[config.mk]
export PLATFORM = sky130hd
export DESIGN_NAME = two_pass_quantizer_rate_control_top
export DESIGN_NICKNAME = d
export VERILOG_FILES = /design/src/tpqrc_pkg.sv /design/src/tpqrc_ctrl.sv /design/src/tpqrc_dp.sv /design/src/two_pass_quantizer_rate_control_top.sv
export SDC_FILE = /design/constraint.sdc
export NUM_CORES = 2
export LEC_CHECK = 0
export BUFFER_PORTS_ARGS = -buffer_cell sky130_fd_sc_hd__buf_2
export CAP_MARGIN = 20
export CORE_ASPECT_RATIO = 0.9
export CORE_MARGIN = 2
export CORE_UTILIZATION = 50
export DETAILED_ROUTE_END_ITERATION = 7
export HOLD_SLACK_MARGIN = 0.06
export PLACE_DENSITY_LB_ADDON = 0.25
export SETUP_SLACK_MARGIN = 0.1
export SLEW_MARGIN = 10
export SYNTH_ARGS = -nofsm -noshare
export SYNTH_HDL_FRONTEND = slang
export SYNTH_SLANG_ARGS = --single-unit
[constraint.sdc]
create_clock -name clk_i -period 11.2 [get_ports clk_i]
set_input_delay 2.24 -clock clk_i [delete_from_list [all_inputs] [get_ports clk_i]]
set_output_delay 2.24 -clock clk_i [all_outputs]
set_load 0.01 [all_outputs]
[src/tpqrc_pkg.sv]
// Shared types and constants for the two-pass quantiser rate controller.
// Used by tpqrc_ctrl, tpqrc_dp and two_pass_quantizer_rate_control_top.
package tpqrc_pkg;

  localparam int unsigned WARMUP_FRAMES_DEF = 20;

  localparam int unsigned TOT_W   = 56;
  localparam int unsigned NUM_W   = 46;
  localparam int unsigned DQ_W    = 17;
  localparam int unsigned Q18_W   = 24;
  localparam int unsigned Q34_W   = 41;
  localparam int unsigned CNT_W   = 6;

  localparam logic [CNT_W-1:0] DIV1_LAST = CNT_W'(NUM_W - 1);
  localparam logic [CNT_W-1:0] DIV2_LAST = CNT_W'(16);

  localparam logic [DQ_W-1:0] DQ_MIN = 17'd39322;
  localparam logic [DQ_W-1:0] DQ_MAX = 17'd98304;
  localparam logic [DQ_W-1:0] DQ_ONE = 17'd65536;

  localparam logic [14:0] BASE_QUANT_RST   = 15'd4096;
  localparam logic [23:0] TOTAL_FRAMES_RST = 24'd1;

  localparam logic REG_BASE_QUANT   = 1'b0;
  localparam logic REG_TOTAL_FRAMES = 1'b1;

  typedef struct packed {
    logic [30:0] coded_bits;
    logic [30:0] first_pass_texture_bits;
    logic [30:0] first_pass_other_bits;
    logic [4:0]  first_pass_quant;
    logic [8:0]  next_multiplier;
    logic [3:0]  dither;
  } in_word_t;

  typedef struct packed {
    logic [4:0] quantizer;
    logic       past_end;
  } out_word_t;

  typedef enum logic [3:0] {
    S_IDLE, S_CHECK, S_DINIT1, S_DIV1, S_ACC, S_DQSEL, S_DIV2,
    S_SQ, S_CLAMP, S_MUL2, S_ROUND, S_DONE
  } state_e;

  typedef struct packed {
    logic load;
    logic mul1;
    logic div1_init;
    logic div_step;
    logic div_shift;
    logic acc;
    logic dq_fixed;
    logic div2_init;
    logic sq;
    logic clamp;
    logic mul2;
    logic round;
    logic set_past;
    logic out_load;
  } cmd_t;

  typedef struct packed {
    logic past_end;
    logic skip_div;
    logic out_free;
  } status_t;

endpackage

[src/tpqrc_ctrl.sv]
// Sequencing state machine of the rate controller.
// Depends on tpqrc_pkg; drives tpqrc_dp through cmd_t and reads status_t.
module tpqrc_ctrl (
  input  logic              clk_i,
  input  logic              rst_ni,
  input  logic              in_valid_i,
  output logic              in_ready_o,
  input  tpqrc_pkg::status_t status_i,
  output tpqrc_pkg::cmd_t    cmd_o
);

  tpqrc_pkg::state_e state_q, state_d;
  logic [tpqrc_pkg::CNT_W-1:0] cnt_q, cnt_d;

  always_ff @(posedge clk_i or negedge rst_ni) begin
    if (!rst_ni) begin
      state_q <= tpqrc_pkg::S_IDLE;
      cnt_q   <= '0;
    end else begin
      state_q <= state_d;
      cnt_q   <= cnt_d;
    end
  end

  always_comb begin
    state_d = state_q;
    cnt_d   = cnt_q;
    unique case (state_q)
      tpqrc_pkg::S_IDLE:   if (in_valid_i) state_d = tpqrc_pkg::S_CHECK;
      tpqrc_pkg::S_CHECK:  state_d = status_i.past_end ? tpqrc_pkg::S_DONE
                                                       : tpqrc_pkg::S_DINIT1;
      tpqrc_pkg::S_DINIT1: begin
        state_d = tpqrc_pkg::S_DIV1;
        cnt_d   = '0;
      end
      tpqrc_pkg::S_DIV1: begin
        cnt_d = cnt_q + 1'b1;
        if (cnt_q == tpqrc_pkg::DIV1_LAST) state_d = tpqrc_pkg::S_ACC;
      end
      tpqrc_pkg::S_ACC:    state_d = tpqrc_pkg::S_DQSEL;
      tpqrc_pkg::S_DQSEL: begin
        cnt_d   = '0;
        state_d = status_i.skip_div ? tpqrc_pkg::S_MUL2 : tpqrc_pkg::S_DIV2;
      end
      tpqrc_pkg::S_DIV2: begin
        cnt_d = cnt_q + 1'b1;
        if (cnt_q == tpqrc_pkg::DIV2_LAST) state_d = tpqrc_pkg::S_SQ;
      end
      tpqrc_pkg::S_SQ:     state_d = tpqrc_pkg::S_CLAMP;
      tpqrc_pkg::S_CLAMP:  state_d = tpqrc_pkg::S_MUL2;
      tpqrc_pkg::S_MUL2:   state_d = tpqrc_pkg::S_ROUND;
      tpqrc_pkg::S_ROUND:  state_d = tpqrc_pkg::S_DONE;
      tpqrc_pkg::S_DONE:   if (status_i.out_free) state_d = tpqrc_pkg::S_IDLE;
      default:             state_d = tpqrc_pkg::S_IDLE;
    endcase
  end

  always_comb begin
    cmd_o      = '0;
    in_ready_o = 1'b0;
    unique case (state_q)
      tpqrc_pkg::S_IDLE: begin
        in_ready_o = 1'b1;
        cmd_o.load = in_valid_i;
      end
      tpqrc_pkg::S_CHECK: begin
        cmd_o.mul1     = 1'b1;
        cmd_o.set_past = status_i.past_end;
      end
      tpqrc_pkg::S_DINIT1: cmd_o.div1_init = 1'b1;
      tpqrc_pkg::S_DIV1: begin
        cmd_o.div_step  = 1'b1;
        cmd_o.div_shift = 1'b1;
      end
      tpqrc_pkg::S_ACC:   cmd_o.acc = 1'b1;
      tpqrc_pkg::S_DQSEL: begin
        cmd_o.dq_fixed  = status_i.skip_div;
        cmd_o.div2_init = !status_i.skip_div;
      end
      tpqrc_pkg::S_DIV2: begin
        cmd_o.div_step  = 1'b1;
        cmd_o.div_shift = (cnt_q != '0);
      end
      tpqrc_pkg::S_SQ:    cmd_o.sq = 1'b1;
      tpqrc_pkg::S_CLAMP: cmd_o.clamp = 1'b1;
      tpqrc_pkg::S_MUL2:  cmd_o.mul2 = 1'b1;
      tpqrc_pkg::S_ROUND: cmd_o.round = 1'b1;
      tpqrc_pkg::S_DONE:  cmd_o.out_load = status_i.out_free;
      default: ;
    endcase
  end

endmodule

[src/tpqrc_dp.sv]
// Datapath of the rate controller: totals, shared restoring divider, multipliers,
// rounding and the output word register. Depends on tpqrc_pkg.
module tpqrc_dp #(
  parameter int unsigned WarmupFrames = tpqrc_pkg::WARMUP_FRAMES_DEF
) (
  input  logic                 clk_i,
  input  logic                 rst_ni,
  input  tpqrc_pkg::cmd_t      cmd_i,
  output tpqrc_pkg::status_t   status_o,
  input  tpqrc_pkg::in_word_t  in_data_i,
  input  logic [14:0]          base_quant_i,
  input  logic [23:0]          total_frames_i,
  output logic                 out_valid_o,
  input  logic                 out_ready_i,
  output tpqrc_pkg::out_word_t out_data_o
);

  localparam int unsigned TW = tpqrc_pkg::TOT_W;
  localparam int unsigned NW = tpqrc_pkg::NUM_W;

  logic [23:0]   frame_q;
  logic [TW-1:0] exp_q, enc_q;
  logic [4:0]    cur_q;
  tpqrc_pkg::in_word_t item_q;
  logic [35:0]   prod_q;
  logic [tpqrc_pkg::Q18_W-1:0] q18_q;
  logic [TW:0]   rem_q;
  logic [NW-1:0] quo_q, num_q;
  logic [TW-1:0] dvs_q;
  logic [17:0]   sq_q;
  logic [tpqrc_pkg::DQ_W-1:0] dq_q;
  logic [tpqrc_pkg::Q34_W-1:0] q34_q;
  logic          out_valid_q;
  tpqrc_pkg::out_word_t res_q, out_q;

  logic [TW:0]   rem_sh, rem_nx;
  logic          ge;
  logic [46:0]   inc;
  logic [TW:0]   exp_sum, enc_sum;
  logic [23:0]   q18_clamped;
  logic [23:0]   hi_bound, lo_bound;
  logic          warm;
  logic [14:0]   dvs1;
  logic [37:0]   frac10, dith_sh;
  logic [7:0]    iq;
  logic [4:0]    iq_sat;

  assign rem_sh = cmd_i.div_shift ? {rem_q[TW-1:0], num_q[NW-1]} : rem_q;
  assign ge     = rem_sh >= {1'b0, dvs_q};
  assign rem_nx = ge ? rem_sh - {1'b0, dvs_q} : rem_sh;

  assign dvs1    = (base_quant_i == '0) ? 15'd1 : base_quant_i;
  assign inc     = {16'd0, item_q.first_pass_other_bits} + {1'b0, quo_q};
  assign exp_sum = {1'b0, exp_q} + (TW+1)'(inc);
  assign enc_sum = {1'b0, enc_q} + (TW+1)'(item_q.coded_bits);

  assign hi_bound = {16'({1'b0, base_quant_i}) + 16'd5120, 8'd0};
  assign lo_bound = {1'b0, base_quant_i - 15'd10240, 8'd0};

  always_comb begin
    q18_clamped = q18_q;
    if (base_quant_i >= 15'd10240 && q18_q < lo_bound) q18_clamped = lo_bound;
    if (q18_clamped > hi_bound) q18_clamped = hi_bound;
  end

  assign warm = frame_q < 24'(WarmupFrames);
  assign status_o.past_end = frame_q >= total_frames_i;
  assign status_o.skip_div = warm || (exp_q == '0) || ({1'b0, enc_q} >= {exp_q, 1'b0});
  assign status_o.out_free = !out_valid_q || out_ready_i;

  assign frac10  = ({4'd0, q34_q[33:0]} << 3) + ({4'd0, q34_q[33:0]} << 1);
  assign dith_sh = {item_q.dither, 34'd0};
  assign iq      = {1'b0, q34_q[40:34]} + 8'(dith_sh < frac10);
  assign iq_sat  = (iq == 8'd0) ? 5'd1 : (iq > 8'd31) ? 5'd31 : iq[4:0];

  always_ff @(posedge clk_i or negedge rst_ni) begin
    if (!rst_ni) begin
      frame_q     <= '0;
      exp_q       <= '0;
      enc_q       <= '0;
      cur_q       <= 5'd1;
      out_valid_q <= 1'b0;
    end else begin
      if (cmd_i.acc) begin
        frame_q <= frame_q + 24'd1;
        exp_q   <= exp_sum[TW] ? '1 : exp_sum[TW-1:0];
        enc_q   <= enc_sum[TW] ? '1 : enc_sum[TW-1:0];
      end
      if (cmd_i.round) cur_q <= iq_sat;
      if (cmd_i.out_load) out_valid_q <= 1'b1;
      else if (out_ready_i) out_valid_q <= 1'b0;
    end
  end

  always_ff @(posedge clk_i) begin
    if (cmd_i.load) item_q <= in_data_i;
    if (cmd_i.mul1) begin
      prod_q <= item_q.first_pass_texture_bits * item_q.first_pass_quant;
      q18_q  <= base_quant_i * item_q.next_multiplier;
    end
    if (cmd_i.div1_init) begin
      rem_q <= '0;
      num_q <= {prod_q, 10'd0};
      dvs_q <= TW'(dvs1);
      quo_q <= '0;
    end else if (cmd_i.div2_init) begin
      rem_q <= {1'b0, enc_q};
      num_q <= '0;
      dvs_q <= exp_q;
      quo_q <= '0;
    end else if (cmd_i.div_step) begin
      rem_q <= rem_nx;
      num_q <= {num_q[NW-2:0], 1'b0};
      quo_q <= {quo_q[NW-2:0], ge};
    end
    if (cmd_i.acc) q18_q <= q18_clamped;
    if (cmd_i.sq) sq_q <= 18'((34'(quo_q[16:0]) * 34'(quo_q[16:0])) >> 16);
    if (cmd_i.dq_fixed) dq_q <= warm ? tpqrc_pkg::DQ_ONE : tpqrc_pkg::DQ_MAX;
    else if (cmd_i.clamp) begin
      if (sq_q < 18'(tpqrc_pkg::DQ_MIN)) dq_q <= tpqrc_pkg::DQ_MIN;
      else if (sq_q > 18'(tpqrc_pkg::DQ_MAX)) dq_q <= tpqrc_pkg::DQ_MAX;
      else dq_q <= sq_q[16:0];
    end
    if (cmd_i.mul2) q34_q <= q18_q * dq_q;
    if (cmd_i.set_past) res_q <= '{quantizer: cur_q, past_end: 1'b1};
    else if (cmd_i.round) res_q <= '{quantizer: iq_sat, past_end: 1'b0};
    if (cmd_i.out_load) out_q <= res_q;
  end

  assign out_valid_o = out_valid_q;
  assign out_data_o  = out_q;

endmodule

[src/two_pass_quantizer_rate_control_top.sv]
// Top level of the two-pass quantiser rate controller: APB registers, control, datapath.
// Depends on tpqrc_pkg, tpqrc_ctrl and tpqrc_dp.
//
//   channel   direction  handshake                 word
//   input     in         in_valid_i / in_ready_o   tpqrc_pkg::in_word_t
//   output    out        out_valid_o / out_ready_i tpqrc_pkg::out_word_t
//   config    in         psel/penable/pwrite       base_quant @0, total_frames @4
//
// A word runs through the bit-serial divider: 46 steps for the expected-bits quotient,
// then 17 for the coded/expected ratio, skipped in warmup or when the ratio is fixed.
// A word past the last frame skips both and returns the held quantiser.
// Reset clears the totals, the frame count and the handshake state.
// The next word is taken while a result waits on a stalled output.
module two_pass_quantizer_rate_control_top #(
  parameter int unsigned WarmupFrames = tpqrc_pkg::WARMUP_FRAMES_DEF
) (
  input  logic                 clk_i,
  input  logic                 rst_ni,
  input  logic                 in_valid_i,
  output logic                 in_ready_o,
  input  tpqrc_pkg::in_word_t  in_data_i,
  output logic                 out_valid_o,
  input  logic                 out_ready_i,
  output tpqrc_pkg::out_word_t out_data_o,
  input  logic                 psel,
  input  logic                 penable,
  input  logic                 pwrite,
  input  logic [2:0]           paddr,
  input  logic [31:0]          pwdata,
  output logic [31:0]          prdata,
  output logic                 pready
);

  logic [14:0] base_q;
  logic [23:0] total_q;
  logic        wr_en;
  tpqrc_pkg::cmd_t    cmd;
  tpqrc_pkg::status_t status;

  assign pready = 1'b1;
  assign wr_en  = psel && penable && pwrite && pready;

  always_ff @(posedge clk_i or negedge rst_ni) begin
    if (!rst_ni) begin
      base_q  <= tpqrc_pkg::BASE_QUANT_RST;
      total_q <= tpqrc_pkg::TOTAL_FRAMES_RST;
    end else if (wr_en) begin
      unique case (paddr[2])
        tpqrc_pkg::REG_BASE_QUANT:   base_q  <= pwdata[14:0];
        tpqrc_pkg::REG_TOTAL_FRAMES: total_q <= pwdata[23:0];
        default: ;
      endcase
    end
  end

  always_comb begin
    unique case (paddr[2])
      tpqrc_pkg::REG_BASE_QUANT:   prdata = {17'd0, base_q};
      tpqrc_pkg::REG_TOTAL_FRAMES: prdata = {8'd0, total_q};
      default:                     prdata = '0;
    endcase
  end

  tpqrc_ctrl u_ctrl (
    .clk_i      (clk_i),
    .rst_ni     (rst_ni),
    .in_valid_i (in_valid_i),
    .in_ready_o (in_ready_o),
    .status_i   (status),
    .cmd_o      (cmd)
  );

  tpqrc_dp #(
    .WarmupFrames (WarmupFrames)
  ) u_dp (
    .clk_i          (clk_i),
    .rst_ni         (rst_ni),
    .cmd_i          (cmd),
    .status_o       (status),
    .in_data_i      (in_data_i),
    .base_quant_i   (base_q),
    .total_frames_i (total_q),
    .out_valid_o    (out_valid_o),
    .out_ready_i    (out_ready_i),
    .out_data_o     (out_data_o)
  );

  a_one_word: assert property (@(posedge clk_i) disable iff (!rst_ni)
    in_valid_i && in_ready_o |=> !in_ready_o)
    else $error("second word taken while one is in flight");

  a_quant_range: assert property (@(posedge clk_i) disable iff (!rst_ni)
    out_valid_o |-> out_data_o.quantizer != 5'd0)
    else $error("quantiser out of range");

  a_load_free: assert property (@(posedge clk_i) disable iff (!rst_ni)
    cmd.out_load |-> !out_valid_o || out_ready_i)
    else $error("result overwrites an untaken word");

endmodule

==> impl_metrics.yaml <==
worst_hold_path:
  min-delay-start: "u_dp.res_q[4]"
  min_delay_worst_endpoint: "u_dp.out_data_o[4]"
  type_of_the_tightest_min_delay_check: "flip-flop to flip-flop"
  whs_path_depth: 0
drt:
  drtPass1Iterations: 6
  post-route-drc-count: 0
  wire_per_inst_um: 19.24
  vias: 51930
  vias_per_inst: 5.736
  route.final.wire_length_um: 174200
  antenna_violating_nets_post_route: 0
  drt_iter0_drc: 3713
synth:
  synth.yosys.seq_area_share_pct: 25.16
  synth.area.top_cells: "fa_1 (22%), edfxtp_1 (14%), ha_1 (11%), dfrtp_1 (7.0%), nand2_1 (5.7%)"
  yosys_warnings: 0
  synth.distinct_cells: 105
  postSynthRegisterBits: 645
  synth.largest_area_cell: "fa_1"
  synth_enable_flop_cells: 309
  postSynthAreaPerCell_sq_um: 9.299
  synth-async-reset-ratio_pct: 29.61
  synthesis.area_sq_um: 67440
  synthFlopType: "edfxtp_1"
  synth_largest_type_area_fraction_pct: 21.76
  syn-instance-count: 7252
grt:
  met3_layer_usage_reported_by_global_route_pct: 3.722
  grt_max_degree: 107
  antenna_found_initial: 4
  tot_gr_track_use_pct: 25.60
  grt_use_met2_pct: 41.97
  grt_first_pass_wirelength_um: 283700
  grt-busiest-layer: "met2"
  grtUsageMet1_pct: 35.53
  overflow: 0
  grt_pass1_vias: 52070
sta:
  max_clock_freq_mhz: 127.6
  grt_setup_unrepaired: "false"
  hold_violations: 0
  worst_slew_margin_rel_pct: 28.75
  final_max_slew_viol_count: 0
  period_needed_ns: 7.837
  min_period_over_period_pct: 69.98
  fin_skew_ns: 0.04698
  finalSetupViolations: 0
  totalNegativeSetupSlack_ns: 0
  max_slew.worst_pin.slew_ns: 1.069
worst_setup_path:
  worst_r2r_startpoint: "u_dp.dq_q[3]"
  startpoint_of_the_most_critical_setup_path: "u_dp.dq_q[3]"
  worst_endpoint_required_time_ns: 11.62
  critPathMaxFanout: 24
  timing.critical_path.from_type: "flip-flop"
  max_stage_delay_ns: 0.99
  timing.reg2reg.setup_slack_ns: 3.36
  regToRegEndpoint: "u_dp.q34_q[39]"
  crit_slowest_cell: "edfxtp_1"
  cp.buffers_inverters: 3
  cp_data_arrival_time_ns: 8.26
  timing.setup.critical_path_class: "flip-flop to flip-flop"
  crit_chain: "nand2_1, fa_1, inv_1, fa_1, inv_1, fa_1, fa_1, inv_1, fa_1, fa_1, ha_1, and3_1, a21boi_1, a211oi_1, nor4_2, o21ai_1, a21oi_2, a41oi_1, a21oi_1, nor3_1, o31ai_1, xor2_1"
  worst-r2r-cell-count: 22
  critPathCaptureType: "flip-flop"
  cpMostUsedCell: "fa_1"
  critical-path-top-delay-family: "adder cells"
clocking:
  clk_pin_slew_worst_paths_ns: 0.06
  cts.path.max_buffers: 3
  clock_latency_ns: 0.71
  h-tree-depth: 3
  tritoncts.num_buffers: 76
  cts.repair_timing.setup_buffer_count: 0
  ctsRootBufferMaster: "clkbuf_16"
  cts_tree: "done"
  clkSinkCount: 645
  cts_hold_repair.buffers: 0
  post_cts_resize_count: 0
place:
  detailed_place_hpwl_um: 134300
  port_buffers: 174
  gpl.final_weighted_congestion: 0.9189
run:
  drv_cap: 0
outcome:
  run_status: "finished, final reports clean"
floorplanning:
  start_util_pct: 50.52
  ioPinCount: 194
  rows: 127
  placeableCoreArea_sq_um: 133500
  floorplan.die.width_um: 391.1
  die_area_sq_um: 137800
  die_height_um: 352.4
final_layout:
  fillerInstances: 11930
  final-seq-area_sq_um: 16970
  share_of_post_route_cells_with_drive_strength_above_1_pct: 7.469
  area_delta_synth_final_pct: 7.479
  net_total_in_the_final_layout: 8748
  multiInputGateArea_sq_um: 45490
-- area by class of cell --
type,count,area share (%)
Inverter,1004,5.199
Sequential cell,645,23.41
Clock buffer,105,3.035
Timing Repair Buffer,236,1.977
Tap cell,1741,3.005
Multi-Input combinational cell,5284,62.76
Clock inverter,36,0.6163
Antenna cell,2,0.006905
-- Yosys cell counts (all sizes together), types with 51 or more instances --
library cell  count
dfrtp           188
and2            343
a21o            184
xnor2           183
buf              53
fa              733
nand3            82
dfxtp           145
xor2            100
inv            1004
o21ai           277
nand2          1019
edfxtp          309
and3             59
mux2            112
clkbuf          273
nand4            73
nor2            261
o21a             51
ha              615
nor3             79
a21oi           396
a31oi            65
-- per-stage QoR --
step	util (%)	setup WS (ns)	area, sq um	hold slack (ns)	instances
global route	54.30	2.905	72480	0.4211	9051
floorplan	-	4.553	67460	0.4003	7259
global placement	52.22	3.419	69700	0.4064	8904
detailed placement	52.22	3.344	69700	0.4045	8904
finish	54.30	3.363	72480	0.4183	9053
CTS	54.20	3.260	72350	0.4189	9045
-- how the worst max path moves through the flow --
stage,endpoint,slack [ns],depth (start not counted)
2_1_floorplan,u_dp.q34_q[37],4.55,24
3_3_place_gp,u_dp.q34_q[38],3.42,22
3_5_place_dp,u_dp.q34_q[39],3.34,22
4_1_cts,u_dp.q34_q[38],3.26,22
5_1_grt,u_dp.res_q[1],2.90,32
6_report,u_dp.q34_q[39],3.36,22
-- layer usage --
metal / wire length, um / share of wire, % / vias up
met1: 77150 / 44 / 25970
met2: 81690 / 47 / 1521
met4: 4603 / 2.6 / 4
met5: 29 / 0.017 / -
met3: 10720 / 6.2 / 256
li1: - / - / 24180
-- logic make-up (layout without fill, tap and decap cells) --
kind of cell | Yosys count | in the layout | share of synthesized area (%)
flip-flops | 645 | 645 | 25.16
multiplexers | 150 | 150 | 2.440
AND/OR/NAND/NOR | 2132 | 2132 | 14.94
buffers and inverters | 1330 | 1381 | 7.573
AO/OA/AOI/OAI | 1362 | 1362 | 13.04
adder cells (fa/ha/maj) | 1348 | 1348 | 33.17
XOR/XNOR | 283 | 283 | 3.675
other | 2 | 11 | 0.01114
-- flip-flops by register name, summed over array words and instances (netlist names), 5 cells and up --
name	count
u_dp.item_q	107
u_dp.rem_q	57
u_dp.dvs_q	56
u_dp.enc_q	56
u_dp.exp_q	56
u_dp.quo_q	46
u_dp.q34_q	41
u_dp.num_q	36
u_dp.prod_q	36
total_q	24
u_dp.frame_q	24
u_dp.q18_q	24
u_dp.sq_q	18
u_dp.dq_q	17
base_q	15
u_ctrl.cnt_q	6
u_dp.out_data_o	6
u_dp.res_q	6
u_dp.cur_q	5
-- layout by cell type (no fill, tap or decap), types with 30 or more instances in the layout --
master and count:
a211oi_1 30, a21o_1 184, a21oi_1 392, a22oi_1 42, a2bb2oi_1 47, a31oi_1 64
and2_1 342, and3_1 58, buf_2 173, buf_4 56, clkbuf_16 82, dfrtp_1 188
dfxtp_1 145, edfxtp_1 309, fa_1 733, ha_1 615, inv_1 1004, mux2_2 111
mux2i_1 38, nand2_1 1017, nand2b_1 42, nand3_1 81, nand4_1 73, nor2_1 257
nor2b_1 46, nor3_1 74, nor4_1 47, o21a_1 51, o21ai_0 242, o21ai_1 30
o21bai_1 38, o22ai_1 42, xnor2_1 183, xor2_1 100
Power is left out: the tool's default activity adds up to more than one toggle a clock period on the data nets, which glitch-free logic cannot reach.
